`src/hw/rtl/ffc_pkg.sv`:
```
// Package for the float to fixed-point converter: widths and helper constants.
// Depends on nothing; imported by the converter top, its checker and its testbench.
`default_nettype none
package ffc_pkg;
  localparam int ValueW  = 32;
  localparam int FmtW    = 4;
  localparam int FixedW  = 31;
  localparam int MantW   = 24;
  localparam int ShiftW  = 10;
  localparam logic [7:0] ExpoSpecial = 8'hFF;
  localparam int ExpoBias = 150;
  localparam int ShiftMaxLeft = 39;
endpackage
`default_nettype wire

```
`src/hw/rtl/float_to_fixed_format_convert_top.sv`:
```
// Top level of the float to fixed-point converter, a four-stage pipeline.
// Depends on ffc_pkg.
`default_nettype none
//
//  channel | ports                                            | handshake
//  --------+--------------------------------------------------+---------------------------
//  input   | in_value_bits, in_int_width, in_frac_width,       | start & !busy
//          | in_signed_format                                 |
//  result  | out_fixed_value, out_out_of_range                | done, one cycle, no stall
//
// One request enters every cycle; its result shows on done once it leaves the last stage.
// The path is set by the stages: decode/shift amount, barrel shift, range check,
// negate and mask. busy is always low since the receiver cannot stall.
// Reset clears only the valid bits of the stages.
module float_to_fixed_format_convert_top (
  input  wire logic                           clk,
  input  wire logic                           rst_n,
  input  wire logic                           start,
  output logic                                busy,
  input  wire logic [ffc_pkg::ValueW-1:0]     in_value_bits,
  input  wire logic [ffc_pkg::FmtW-1:0]       in_int_width,
  input  wire logic [ffc_pkg::FmtW-1:0]       in_frac_width,
  input  wire logic                           in_signed_format,
  output logic                                done,
  output logic [ffc_pkg::FixedW-1:0]          out_fixed_value,
  output logic                                out_out_of_range
);
  import ffc_pkg::*;

  typedef struct packed {
    logic              nan;
    logic              neg;
    logic              sf;
    logic [4:0]        n;
  } ctl_t;

  // stage 1: decode
  logic                 v1_r;
  ctl_t                 c1_r;
  logic [MantW-1:0]     mant1_r;
  logic signed [ShiftW-1:0] sh1_r;
  // stage 2: shift
  logic                 v2_r;
  ctl_t                 c2_r;
  logic [63:0]          full2_r;
  logic                 far2_r;
  // stage 3: range
  logic                 v3_r;
  ctl_t                 c3_r;
  logic [29:0]          mag3_r;
  logic                 over3_r;
  // stage 4: output
  logic                 v4_r;
  logic [FixedW-1:0]    res4_r;
  logic                 over4_r;

  logic [7:0]           expo;
  logic [MantW-1:0]     mant_nxt;
  logic signed [ShiftW-1:0] sh_nxt;
  ctl_t                 c_nxt;
  logic [63:0]          full_nxt;
  logic                 far_nxt;
  logic [29:0]          mask3;
  logic [29:0]          mag_nxt;
  logic                 over_nxt;
  logic [29:0]          mask4;
  logic [29:0]          neg4;
  logic [FixedW-1:0]    res_nxt;

  assign busy = 1'b0;

  always_comb begin
    expo = in_value_bits[30:23];
    if (expo == 8'd0) begin
      mant_nxt = {1'b0, in_value_bits[22:0]};
      sh_nxt   = ShiftW'(-149) + ShiftW'(in_frac_width);
    end else begin
      mant_nxt = {1'b1, in_value_bits[22:0]};
      sh_nxt   = ShiftW'(expo) - ShiftW'(ExpoBias) + ShiftW'(in_frac_width);
    end
    c_nxt.nan = (expo == ExpoSpecial);
    c_nxt.neg = in_value_bits[31] && (mant_nxt != '0);
    c_nxt.sf  = in_signed_format;
    c_nxt.n   = 5'(in_int_width) + 5'(in_frac_width);
  end

  always_comb begin
    full_nxt = '0;
    far_nxt  = 1'b0;
    if (sh1_r < 0) begin
      // right shift; anything past 31 leaves zero
      if (-sh1_r < ShiftW'(32)) full_nxt = 64'(mant1_r >> 5'(-sh1_r));
    end else if (sh1_r <= ShiftW'(ShiftMaxLeft)) begin
      full_nxt = 64'(mant1_r) << 6'(sh1_r);
    end else begin
      far_nxt = (mant1_r != '0);
    end
  end

  always_comb begin
    mask3    = 30'((31'd1 << c2_r.n) - 31'd1);
    mag_nxt  = full2_r[29:0] & mask3;
    over_nxt = far2_r || ((full2_r >> c2_r.n) != 64'd0);
  end

  always_comb begin
    mask4 = 30'((31'd1 << c3_r.n) - 31'd1);
    neg4  = (30'd0 - mag3_r) & mask4;
    if (c3_r.nan) begin
      res_nxt = '0;
    end else if (c3_r.neg) begin
      res_nxt = {1'b0, neg4};
      if (neg4 != '0 && c3_r.sf) res_nxt = res_nxt | (FixedW'(1) << c3_r.n);
    end else begin
      res_nxt = {1'b0, mag3_r};
    end
  end

  // valid bits: advance every cycle
  always_ff @(posedge clk) begin
    if (!rst_n) begin
      v1_r <= 1'b0;
      v2_r <= 1'b0;
      v3_r <= 1'b0;
      v4_r <= 1'b0;
    end else begin
      v1_r <= start;
      v2_r <= v1_r;
      v3_r <= v2_r;
      v4_r <= v3_r;
    end
  end

  // payload: no reset needed
  always_ff @(posedge clk) begin
    c1_r    <= c_nxt;
    mant1_r <= mant_nxt;
    sh1_r   <= sh_nxt;
    c2_r    <= c1_r;
    full2_r <= full_nxt;
    far2_r  <= far_nxt;
    c3_r    <= c2_r;
    mag3_r  <= mag_nxt;
    over3_r <= over_nxt || c2_r.nan;
    res4_r  <= res_nxt;
    over4_r <= over3_r;
  end

  assign done             = v4_r;
  assign out_fixed_value  = res4_r;
  assign out_out_of_range = over4_r;

`ifndef SYNTH
  a_lat: assert property (@(posedge clk) disable iff (!rst_n)
    start |-> ##4 done) else $error("result lost");
  a_nan: assert property (@(posedge clk) disable iff (!rst_n)
    v3_r && c3_r.nan |=> out_out_of_range && out_fixed_value == '0)
    else $error("special value not flagged");
  a_pos: assert property (@(posedge clk) disable iff (!rst_n)
    v3_r && !c3_r.neg |=> out_fixed_value[FixedW-1] == 1'b0)
    else $error("top bit set");
`endif
endmodule
`default_nettype wire

```
`config.mk`:
```
export PLATFORM = sky130hd
export DESIGN_NAME = float_to_fixed_format_convert_top
export DESIGN_NICKNAME = d
export VERILOG_FILES = /design/src/hw/rtl/ffc_pkg.sv /design/src/hw/rtl/float_to_fixed_format_convert_top.sv
export SDC_FILE = /design/constraint.sdc
export NUM_CORES = 1
export LEC_CHECK = 0
export BUFFER_PORTS_ARGS = -buffer_cell sky130_fd_sc_hd__buf_2
export CAP_MARGIN = 20
export CORE_UTILIZATION = 39
export DETAILED_ROUTE_END_ITERATION = 12
export GPL_TIMING_DRIVEN = 0
export PLACE_DENSITY = 0.67
export SYNTH_ARGS = -nofsm -noshare
export SYNTH_HDL_FRONTEND = slang
export SYNTH_SLANG_ARGS = --single-unit
```
`constraint.sdc`:
```
create_clock -name clk -period 5.06 [get_ports clk]
set_input_delay 0.759 -clock clk [delete_from_list [all_inputs] [get_ports clk]]
set_output_delay 0.759 -clock clk [all_outputs]
set_load 0.02 [all_outputs]
```
* Word-level counts from Yosys, hierarchy flattened
Cells that the tools add are included.
** Storage, ports and cells
- Bits in latches :: 0
- Memory bits (read-only) :: 0
- Memory bits (writable) :: 0
- Memories kept :: 0
- Register bits :: 190
- Logic and storage cells :: 65
** Cells by class
- Div/mod/pow operators :: 0
- Mux-type cells :: 7
- $add $sub $neg :: 8
- Bitwise gates (word level) :: 5
- Eq/ne operators :: 1
- Order comparisons :: 3
- Multipliers :: 0
- Reductions and logical operators :: 11
- Shift-type cells :: 5
** Operator list (count)
- 64-bit 2-to-1 mux :: 3
- 64-bit nonzero test :: 1
- 24-bit by 6-bit << shifter with 64-bit output :: 1
- 24-bit by 5-bit >> shifter with 64-bit output :: 1
- 64-bit by 5-bit >> shifter with 64-bit output :: 1
- 30-bit bitwise AND :: 2
- 30-bit 2-to-1 mux :: 2
- 30-bit by 1-bit subtractor with 30-bit output (second input constant) :: 2
- 24-bit nonzero test :: 2
- 30-bit by 31-bit OR with 31-bit output :: 1
- 1-bit by 5-bit << shifter with 31-bit output (first input constant) :: 1
- 30-bit nonzero test :: 1
- 1-bit by 5-bit << shifter with 30-bit output (first input constant) :: 1
- 1-bit by 30-bit subtractor with 30-bit output (first input constant) :: 1
- 24-bit 2-to-1 mux :: 1
- 9-bit by 5-bit adder with 10-bit output :: 1
- 9-bit by 5-bit adder with 10-bit output (first input constant) :: 1
- 10-bit by 7-bit less-or-equal comparator with 1-bit output (second input constant) :: 1
- 10-bit by 1-bit < comparator with 1-bit output (second input constant) :: 1
- 10-bit by 7-bit < comparator with 1-bit output (second input constant) :: 1
- 10-bit 2-to-1 mux :: 1
- 10-bit negation :: 1
- 8-bit by 8-bit subtractor with 9-bit output (second input constant) :: 1
- 8-bit == test (second input constant) :: 1
- other kinds (7) :: 10

* Logic depth before layout (Yosys ltp)
Gate-level depths: netlist of the first run.
- Depth in word-level cells :: 7
- Mapped depth :: 16
- Mapped depth without buffers :: 11

* Least setup slack after synthesis of the first run
Ideal clock, no wire load.
- Path kind :: flip-flop to flip-flop
- Start point :: register c3_r[3] (netlist name)
- End point :: register res4_r[27], in the netlist out_fixed_value[27]
- Slack :: 1.344 ns
- Cell stages (with the launch flop) :: 16
- Path buffers :: 5
- Setup time :: 0.131 ns
- Data arrival time :: 3.585 ns
- Data required time :: 4.929 ns
- Cell sequence :: dfxtp_1 clkbuf_1 clkbuf_1 clkbuf_1 or3_1 ha_1 clkbuf_1 nor4_1 o21ai_0 a211oi_1 or4_1 nor4_2 nand4_2 buf_2 o2111ai_1 o22ai_1
** Between the ends
- Word-level cells in the longest chain between the ends :: 7
** RTL lines
- start: declaration :: RTL line float_to_fixed_format_convert_top.sv:49 : ctl_t c3_r;
- start signal: assignment :: RTL line float_to_fixed_format_convert_top.sv:142 : c3_r <= c2_r;
- 1-bit by 5-bit << shifter with 31-bit output (*) :: RTL line float_to_fixed_format_convert_top.sv:113 : if (neg4 != '0 && c3_r.sf) res_nxt = res_nxt | (FixedW'(1) << c3_r.n);
- 30-bit by 1-bit subtractor with 30-bit output :: RTL line float_to_fixed_format_convert_top.sv:107 : mask4 = 30'((31'd1 << c3_r.n) - 31'd1);
- 30-bit bitwise AND :: RTL line float_to_fixed_format_convert_top.sv:108 : neg4 = (30'd0 - mag3_r) & mask4;
- 30-bit nonzero test :: RTL line float_to_fixed_format_convert_top.sv:113
- 1-bit logical AND :: RTL line float_to_fixed_format_convert_top.sv:113
- 30-bit 2-to-1 mux (*) :: RTL line float_to_fixed_format_convert_top.sv:113
- 30-bit 2-to-1 mux (*) :: RTL line float_to_fixed_format_convert_top.sv:111 : end else if (c3_r.neg) begin
- end signal: assignment :: RTL line float_to_fixed_format_convert_top.sv:145 : res4_r <= res_nxt;
- end: declaration :: RTL line float_to_fixed_format_convert_top.sv:54 : logic [FixedW-1:0] res4_r;
Mark *: on every way between the ends. The rest lies on a longest branch, timed or not.
A chain may end at the register's enable or synchronous reset.

* Worst setup path after layout of the first run
- Start point :: register c3_r[3] (netlist name)
- End point :: register res4_r[7], in the netlist out_fixed_value[7]
Same word-level chain as after synthesis.

==> results.json, run 1 <==
{
  "coreArea_sq_um": 30500,
  "p_switching_w": 0.00249,
  "cellPowerDensity_nw_per_um2": 414,
  "finalNonFillerCells": 1941,
  "crit_family": "buffers and inverters",
  "max_cap_violations": 0,
  "p_clk_share_pct": 25.1,
  "grt_overflow": 0,
  "r2r-start": "c3_r[3]$_DFF_P_",
  "cp_max_fo": 10,
  "fmax_mhz": 210,
  "portBuffers": 75,
  "p_seq_share_pct": 29.8,
  "clk_pin_slew_worst_paths_ns": 0.08,
  "dp_cells": 1910,
  "comb_power_share_pct": 45.1,
  "boundaryPins": 78,
  "crit_arrival_ns": 5.06,
  "ff2ff_path_depth": 16,
  "required_ns": 5.35,
  "row_count": 64,
  "hold_path.class": "reg2reg",
  "hold_path_startpoint": "c1_r[3]$_DFF_P_",
  "ys_types": 89,
  "dp_hpwl_microns": 33600,
  "place_congestion": 0.973,
  "place_ws_ns": -0.528,
  "tritoncts": "yes",
  "finalHoldViolations": 0,
  "rrSetupSlack_ns": 0.30,
  "wirelength_microns": 42900,
  "worstSkewPairLatency_ns": 0.47,
  "h-tree-depth": 4,
  "grt_start_max_net_pins": 23,
  "skew_ns": 0.0211,
  "tns_ns": 0,
  "crit_chain": "clkbuf_2 > clkbuf_2 > clkbuf_2 > or3_1 > ha_1 > clkbuf_2 > clkbuf_2 > nor3b_1 > a31oi_1 > o32ai_2 > o311a_1 > a31oi_1 > nand4_2 > buf_2 > o21ai_1 > a311oi_1",
  "swShare_pct": 44.2,
  "track_usage_pct": 26.9,
  "grt_pass1_wl_microns": 64200,
  "p_leak_nw": 5.28,
  "dieArea_sq_um": 31700,
  "cp_slowest_cell": "a311oi_1",
  "start_kind": "flip-flop",
  "fp.dieW_microns": 178,
  "ctsRootBufferMaster": "clkbuf_16",
  "most-common-layout-cells": "dfxtp_1 (190), nand2_1 (142), nor2_1 (129)",
  "area_growth_syn_to_layout_pct": 12.6,
  "critPathMaxStageDelay_ns": 0.54,
  "outcome": "complete, no violations",
  "cts_buffers": 17,
  "layout_commonest_cell": "dfxtp_1",
  "peakVddDrop_uv": 259,
  "synth_flop_cell": "dfxtp_1",
  "cts_num_sinks": 190,
  "postSynthAreaPerCell_sq_um": 8.41,
  "wl_per_cell_microns": 22.1,
  "syn_inst": 1438,
  "synth-edff-count": 0,
  "synthArstFlopShare_pct": 0,
  "drive_gt1_share_pct": 14.8,
  "cp_num_buf_inv": 6,
  "crit_top_cell": "clkbuf_2",
  "fin_ws_ns": 0.298,
  "antenna_found_initial": 0,
  "setup_viol": 0,
  "hold_end": "c2_r[3]$_DFF_P_",
  "tightest_slew_ns": 1.06,
  "ant_nets": 0,
  "die_h_microns": 178,
  "grt_pass1_vias": 10900,
  "post-route-period-util_pct": 94.1,
  "drcViolationCount": 0,
  "r2r_end": "out_fixed_value[7]$_SDFF_PP0_",
  "final_max_slew_viol_count": 0,
  "nets": 1592,
  "internal_power_w": 0.00315,
  "antenna_cells": 0,
  "first_iter_violations": 1275,
  "drt-pass1-iter-count": 6,
  "hold_buffers": 0,
  "netlist_area_sq_um": 12100,
  "initial_core_util_pct": 39.6,
  "hold_depth": 0,
  "path_class": "reg2reg",
  "slew_headroom_pct": 28.7,
  "seq_area_frac_synth_pct": 31.5,
  "period_needed_ns": 4.76,
  "rsz0062_at_grt": "no",
  "via_count": 12100,
  "ys_ff_latch": 190,
  "clockBufferDepth": 2,
  "ys_warn_count": 0,
  "end_kind": "flip-flop",
  "vias_per_cell": 6.24
}
## worst reg2reg max path, delay by kind of cell, from the launching register on
kind	cells	cell delay, ns
buffers and inverters	6	1.65
AO/OA/AOI/OAI	6	1.59
adder cells (fa/ha/maj)	1	0.27
AND/OR/NAND/NOR	3	0.66
flip-flops	1	0.43
## metal layers
layer  routed length, microns  global-route usage (%)  vias to the layer above
met1                    19500                    37.6                     5793
li1                         -                       -                     5596
met3                     3760                    6.37                       78
met5                        0                       0                        -
met4                     1060                    8.19                        0
met2                    18600                    40.7                      637
## worst max-delay path by stage
stage / cells after the start / from / endpoint
floorplan: 15 / c3_r[3]$_DFF_P_ / out_fixed_value[27]$_SDFF_PP0_
detailed placement: 16 / c3_r[4]$_DFF_P_ / out_fixed_value[5]$_SDFF_PP0_
CTS: 16 / c3_r[3]$_DFF_P_ / out_fixed_value[7]$_SDFF_PP0_
global placement: 16 / c3_r[4]$_DFF_P_ / out_fixed_value[5]$_SDFF_PP0_
finish: 16 / c3_r[3]$_DFF_P_ / out_fixed_value[7]$_SDFF_PP0_
global route: 16 / c3_r[3]$_DFF_P_ / out_fixed_value[7]$_SDFF_PP0_
## synth_stat cells (all sizes together), types with 10 or more instances
cell | count | area [sq um]
mux2 | 22 | 248
inv | 24 | 90.1
or2 | 11 | 68.8
nand2 | 142 | 533
o22ai | 51 | 319
nor2 | 129 | 484
and2 | 22 | 138
dfxtp | 190 | 3800
xor2 | 10 | 87.6
a31oi | 16 | 100
o21ai | 92 | 464
ha | 14 | 175
nor3 | 48 | 260
clkbuf | 77 | 289
xnor2 | 23 | 201
mux2i | 59 | 591
o21a | 11 | 82.6
o31ai | 11 | 87.6
nor4 | 35 | 283
or3 | 15 | 98.8
nand3 | 33 | 165
a21oi | 74 | 370
nand4 | 12 | 96.3
a211oi | 25 | 188
a2111oi | 14 | 123
nor2b | 35 | 219
o32ai | 11 | 96.3
nand2b | 11 | 68.8
mux4 | 41 | 923
buf | 37 | 184
## power groups by stage
stage | Clock (W) | Combinational, W | Sequential (W)
3_3_place_gp | 0 | 0.00244 | 0.00171
2_1_floorplan | 0 | 0.00172 | 0.00172
5_1_grt | 0.00150 | 0.00268 | 0.00169
4_1_cts | 0.00144 | 0.00244 | 0.00168
3_5_place_dp | 0 | 0.00243 | 0.00171
6_report | 0.00141 | 0.00254 | 0.00168
## area by class of cell
type                            instances  area (sq um)
Multi-Input combinational cell       1110          7730
Inverter                               25          93.8
Tap cell                              396           495
Clock inverter                         15           201
Timing Repair Buffer                   75           375
Sequential cell                       190          3800
Fill cell                            3042         16900
Clock buffer                           17           425
Buffer                                113           479
## flip-flops by register name (all words and copies together) (netlist names)
signal,flops
v2_r,1
c3_r,8
c1_r,8
over3_r,1
mag3_r,30
far2_r,1
done,1
mant1_r,24
out_out_of_range,1
full2_r,64
v3_r,1
c2_r,8
v1_r,1
out_fixed_value,31
sh1_r,10
## metrics by stage
stage / utilization (%) / power (W) / hold slack [ns] / area [sq um]
floorplan: - / 0.00344 / 0.310 / 12100
detailed placement: 42.5 / 0.00414 / 0.314 / 13000
CTS: 44.6 / 0.00556 / 0.333 / 13600
finish: 44.6 / 0.00564 / 0.331 / 13600
global placement: 42.5 / 0.00415 / 0.314 / 13000
global route: 44.6 / 0.00588 / 0.340 / 13600
## cells by family after synthesis
kind of cell / Yosys count / share of synthesized area, %
simple gates: 534 / 22.8
compound gates: 403 / 22.3
flops: 190 / 31.5
buf+inv: 139 / 4.69
mux: 122 / 14.6
xor+xnor: 33 / 2.39
fa+ha+maj: 16 / 1.78
other cells: 1 / 0.0310
## timing repair
item	4_1_cts	5_1_grt
setup endpoints to repair	24	28
gates resized for setup	5	10
gates cloned	0	0
setup buffers	0	0
Power figures use the tool's default switching activity.
==> inputs of run 2 (changes only) <==
CORE_UTILIZATION = 35   (was 39)
PLACE_DENSITY = 0.63   (was 0.67)
==> run 2 against run 1 <==
Largest cell class unchanged; final area is 0.27% higher; critical path depth stayed put; via count is 0.90% lower; clock skew is 0.0018 ns higher; critical path type unchanged; largest power group unchanged; maximum frequency is 0.73% lower.
==> results.json, run 2 (same netlist as run 1, synthesis figures left out) <==
{
  "path_class": "reg2reg",
  "cp_num_buf_inv": 6,
  "cts_setup_buffers": 0,
  "tritoncts": "yes",
  "required_ns": 5.41,
  "cellPowerDensity_nw_per_um2": 408,
  "antenna_cells": 0,
  "clk_pin_slew_worst_paths_ns": 0.08,
  "drcViolationCount": 0,
  "use_met2_pct": 40.3,
  "area_growth_syn_to_layout_pct": 12.9,
  "critPathMaxStageDelay_ns": 0.46,
  "tns_ns": 0,
  "coreArea_sq_um": 33800,
  "grt_start_max_net_pins": 22,
  "finalHoldViolations": 0,
  "met1_usage_pct": 29.8,
  "crit_chain": "clkbuf_2 > clkbuf_1 > clkbuf_2 > or3_1 > ha_1 > clkbuf_1 > buf_1 > nor3b_1 > a31oi_1 > o32ai_1 > o311a_1 > a31oi_1 > nand4_2 > buf_2 > o21ai_1 > a221oi_1",
  "nets": 1593,
  "ctsRootBufferMaster": "clkbuf_16",
  "dieArea_sq_um": 35300,
  "max_cap_violations": 0,
  "drive_gt1_share_pct": 14.4,
  "layout_commonest_cell": "dfxtp_1",
  "fmax_mhz": 208,
  "grt_pass1_vias": 11300,
  "cts_buffers": 17,
  "cp_slowest_cell": "o32ai_1",
  "slew_headroom_pct": 29.0,
  "drt-pass1-iter-count": 6,
  "boundaryPins": 78,
  "first_iter_violations": 1329,
  "regMostFlops": "full2_r",
  "period_needed_ns": 4.80,
  "start_kind": "flip-flop",
  "final_max_slew_viol_count": 0,
  "most-common-layout-cells": "dfxtp_1 (190), nand2_1 (142), nor2_1 (129)",
  "fp.dieW_microns": 188,
  "wirelength_microns": 43500,
  "end_kind": "flip-flop",
  "track_usage_pct": 24.3,
  "worstSkewPairLatency_ns": 0.47,
  "place_congestion": 0.997,
  "initial_core_util_pct": 35.8,
  "p_leak_nw": 5.26,
  "tightest_slew_ns": 1.05,
  "die_h_microns": 188,
  "hold_path.class": "reg2reg",
  "grt_overflow": 0,
  "cp_max_fo": 10,
  "met3_usage_pct": 3.80,
  "row_count": 67,
  "dp_cells": 1962,
  "largest_reg_flops": 64,
  "skew_ns": 0.0229,
  "antenna_found_initial": 0,
  "crit_arrival_ns": 5.15,
  "rsz0062_at_grt": "no",
  "vias_per_cell": 6.02,
  "clockBufferDepth": 2,
  "finalNonFillerCells": 1994,
  "setup_viol": 0,
  "peakVddDrop_uv": 279,
  "grt_busiest_layer": "met2",
  "outcome": "complete, no violations",
  "grt_pass1_wl_microns": 66600,
  "cts_num_sinks": 190,
  "dp_hpwl_microns": 34300,
  "ant_nets": 0,
  "via_count": 12000,
  "portBuffers": 75,
  "crit_family": "buffers and inverters",
  "h-tree-depth": 4,
  "wl_per_cell_microns": 21.8,
  "post-route-period-util_pct": 94.8
}
## run 2: path summary, 6_finish.rpt
check	slack, ns	endpoint	cells after the start	from
max	0.26	out_fixed_value[1]$_SDFF_PP0_	16	c3_r[3]$_DFF_P_
min	0.33	c2_r[5]$_DFF_P_	0	c1_r[5]$_DFF_P_
max reg2reg	0.26	out_fixed_value[1]$_SDFF_PP0_	16	c3_r[3]$_DFF_P_
min reg2reg	0.33	c2_r[5]$_DFF_P_	0	c1_r[5]$_DFF_P_
## run 2: worst reg2reg max path: cells and delay by family, from the launching register on
| family | cells | cell delay, ns |
|---|---|---|
| AO/OA/AOI/OAI | 6 | 1.30 |
| adder cells (fa/ha/maj) | 1 | 0.26 |
| buffers and inverters | 6 | 2.03 |
| flip-flops | 1 | 0.41 |
| AND/OR/NAND/NOR | 3 | 0.68 |
## run 2: where the power goes
| group | total [W] | switching (W) | internal, W |
|---|---|---|---|
| combinational | 0.00249 | 0.00163 | 0.000862 |
| clock | 0.00139 | 0.000715 | 0.000674 |
| sequential | 0.00168 | 0.0000859 | 0.00160 |
| total | 0.00556 | 0.00243 | 0.00313 |
## run 2: timing repair
action                     in CTS  in global routing
resized for setup               1                  7
setup endpoints to repair       7                 30
hold buffers                    0                  0
## run 2: through the flow
step                total power, W  hold WS (ns)  cell area, sq um  utilization, %  setup slack [ns]
finish                     0.00556         0.330             13600            40.4             0.263
global route               0.00585         0.341             13600            40.4            0.0405
CTS                        0.00552         0.333             13600            40.4            0.0354
detailed placement         0.00414         0.315             13000            38.6          -0.00898
global placement           0.00415         0.314             13000            38.6           -0.0811
floorplan                  0.00344         0.310             12100               -              1.34
## run 2: metal layers
layer  vias to the layer above  wire length (microns)
li1                       5591                      -
met1                      5661                  17900
met2                       607                  20300
met3                       136                   2820
met4                         0                   2420
met5                         -                      0
## run 2: layout make-up
type	instances	area [sq um]
Timing Repair Buffer	75	375
Multi-Input combinational cell	1110	7720
Clock buffer	17	425
Sequential cell	190	3800
Buffer	114	478
Clock inverter	15	188
Fill cell	3434	20100
Tap cell	448	561
Inverter	25	93.8
==> inputs of run 3 (changes only) <==
REMOVE_ABC_BUFFERS = 1   (was unset)
==> run 3 against run 2 <==
Core utilization fell by 0.58 points; non-clock buffer count decreased by 97; flip-flop and latch count unchanged; combinational power fell by 10%; final area fell by 1.4%; largest power group unchanged; final cell count decreased by 4.9%; total power is 3.4% lower; maximum frequency increased by 0.84%.
==> results.json, run 3 (same netlist as run 1, synthesis figures left out) <==
{
  "peakVddDrop_uv": 256,
  "max_cap_violations": 0,
  "critPathLaunch": "c3_r[1]$_DFF_P_",
  "grt_pass1_vias": 10300,
  "drive_gt1_share_pct": 15.8,
  "hold_path_startpoint": "c1_r[0]$_DFF_P_",
  "h-tree-depth": 4,
  "hold_path.class": "reg2reg",
  "dp_cells": 1859,
  "critPathMaxStageDelay_ns": 0.67,
  "regMostFlops": "full2_r",
  "post-route-period-util_pct": 94.0,
  "hold_buffers": 0,
  "place_ws_ns": 0.125,
  "nets": 1496,
  "setup_viol": 0,
  "fmax_mhz": 210,
  "via_count": 11300,
  "row_count": 67,
  "track_usage_pct": 20.6,
  "worstSkewPairLatency_ns": 0.46,
  "tritoncts": "yes",
  "fin_hold_ws_ns": 0.316,
  "fin_ws_ns": 0.303,
  "crit_chain": "or3_1 > or3_1 > ha_1 > and2_1 > o21ai_0 > a211oi_1 > or4_1 > nor4_2 > nand4_2 > o2111ai_4 > o32ai_1",
  "fp.dieW_microns": 188,
  "clk_pin_slew_worst_paths_ns": 0.08,
  "boundaryPins": 78,
  "period_needed_ns": 4.76,
  "wl_per_cell_microns": 19.2,
  "cp_max_fo": 27,
  "rsz0062_at_grt": "no",
  "die_h_microns": 188,
  "vias_per_cell": 5.94,
  "tightest_slew_ns": 1.12,
  "path_class": "reg2reg",
  "layout_commonest_cell": "dfxtp_1",
  "antenna_cells": 0,
  "finalNonFillerCells": 1897,
  "first_iter_violations": 1141,
  "end_kind": "flip-flop",
  "ctsRootBufferMaster": "clkbuf_16",
  "fillers": 3367,
  "clockBufferDepth": 2,
  "finalHoldViolations": 0,
  "crit_top_cell": "or3_1",
  "cts_num_sinks": 190,
  "grt_pass1_wl_microns": 57700,
  "drcViolationCount": 0,
  "start_kind": "flip-flop",
  "area_growth_syn_to_layout_pct": 11.3,
  "place_congestion": 0.895,
  "required_ns": 5.37,
  "placed_area_sq_um": 12800,
  "dieArea_sq_um": 35300,
  "cts_buffers": 17,
  "antenna_found_initial": 0,
  "crit_arrival_ns": 5.06,
  "largest_reg_flops": 64,
  "wirelength_microns": 36400,
  "cellPowerDensity_nw_per_um2": 400,
  "stdcell_area_sq_um": 13400,
  "r2r-start": "c3_r[1]$_DFF_P_",
  "ant_nets": 0,
  "drt-pass1-iter-count": 7,
  "cp_slowest_cell": "or3_1",
  "outcome": "complete, no violations",
  "coreArea_sq_um": 33800,
  "most-common-layout-cells": "dfxtp_1 (184), nand2_1 (142), nor2_1 (129)",
  "portBuffers": 76,
  "grt_overflow": 0,
  "slew_headroom_pct": 25.4,
  "p_leak_nw": 5.20,
  "skew_ns": 0.0154,
  "dp_hpwl_microns": 27600,
  "grt_start_max_net_pins": 85,
  "final_max_slew_viol_count": 0,
  "initial_core_util_pct": 35.8
}
[run 3: changes by cell type in the layout (fill, tap and decap cells not counted), moves of 3 or more]
cell	delta
dfxtp_1	-6
clkinv_4	+3
clkinv_8	-3
buf_4	+4
clkbuf_2	-3
dfxtp_2	+5
buf_16	+6
buf_1	-23
buf_2	-8
clkbuf_1	-72
buf_6	-4
[run 3: critical path, delay by kind of cell (launching register included)]
kind | cells | cell delay, ns
adders and majority gates | 1 | 0.45
AOI/OAI and AO/OA | 4 | 0.90
DFF | 1 | 0.62
and+or+nand+nor | 6 | 2.63
[run 3: timing repair]
item / 4_1_cts / 5_1_grt
resized for setup: 0 / 3
endpoints found under the setup margin: 0 / 20
setup buffers: 0 / 3
[run 3: routing by layer]
layer | part of all wire, % | track usage (%)
met5 | 0 | 0
met4 | 3.9 | 10.2
met3 | 5.7 | 3.01
met2 | 46 | 33.2
met1 | 44 | 27.0
[run 3: report_power, final]
| part | internal (W) | switching (W) | total (W) |
|---|---|---|---|
| combinational | 0.000873 | 0.00136 | 0.00223 |
| clock | 0.000658 | 0.000640 | 0.00130 |
| sequential | 0.00160 | 0.000245 | 0.00184 |
| total | 0.00313 | 0.00225 | 0.00538 |
[run 3: final timing paths]
path	endpoint	slack [ns]	cells past startpoint
min	c2_r[0]$_DFF_P_	0.32	0
min reg2reg	c2_r[0]$_DFF_P_	0.32	0
max reg2reg	out_fixed_value[21]$_SDFF_PP0_	0.30	11
max	out_fixed_value[21]$_SDFF_PP0_	0.30	11
[run 3: metrics by stage]
step	utilization, %	total power, W	setup TNS (ns)
6_report	39.8	0.00538	0
5_1_grt	39.8	0.00568	0
4_1_cts	39.5	0.00531	0
3_5_place_dp	37.8	0.00400	0
3_3_place_gp	37.2	0.00394	-25.80
2_1_floorplan	-	0.00333	0
[run 3: layout make-up]
cell class	instances	area, sq um	area share (%)
clock buffers	18	429	3.19
repair buffers	92	658	4.89
flip-flops and latches	190	3810	28.4
clock inverters	14	150	1.12
inverters	25	93.8	0.698
multi-input cells	1110	7740	57.6
well taps	448	561	4.17
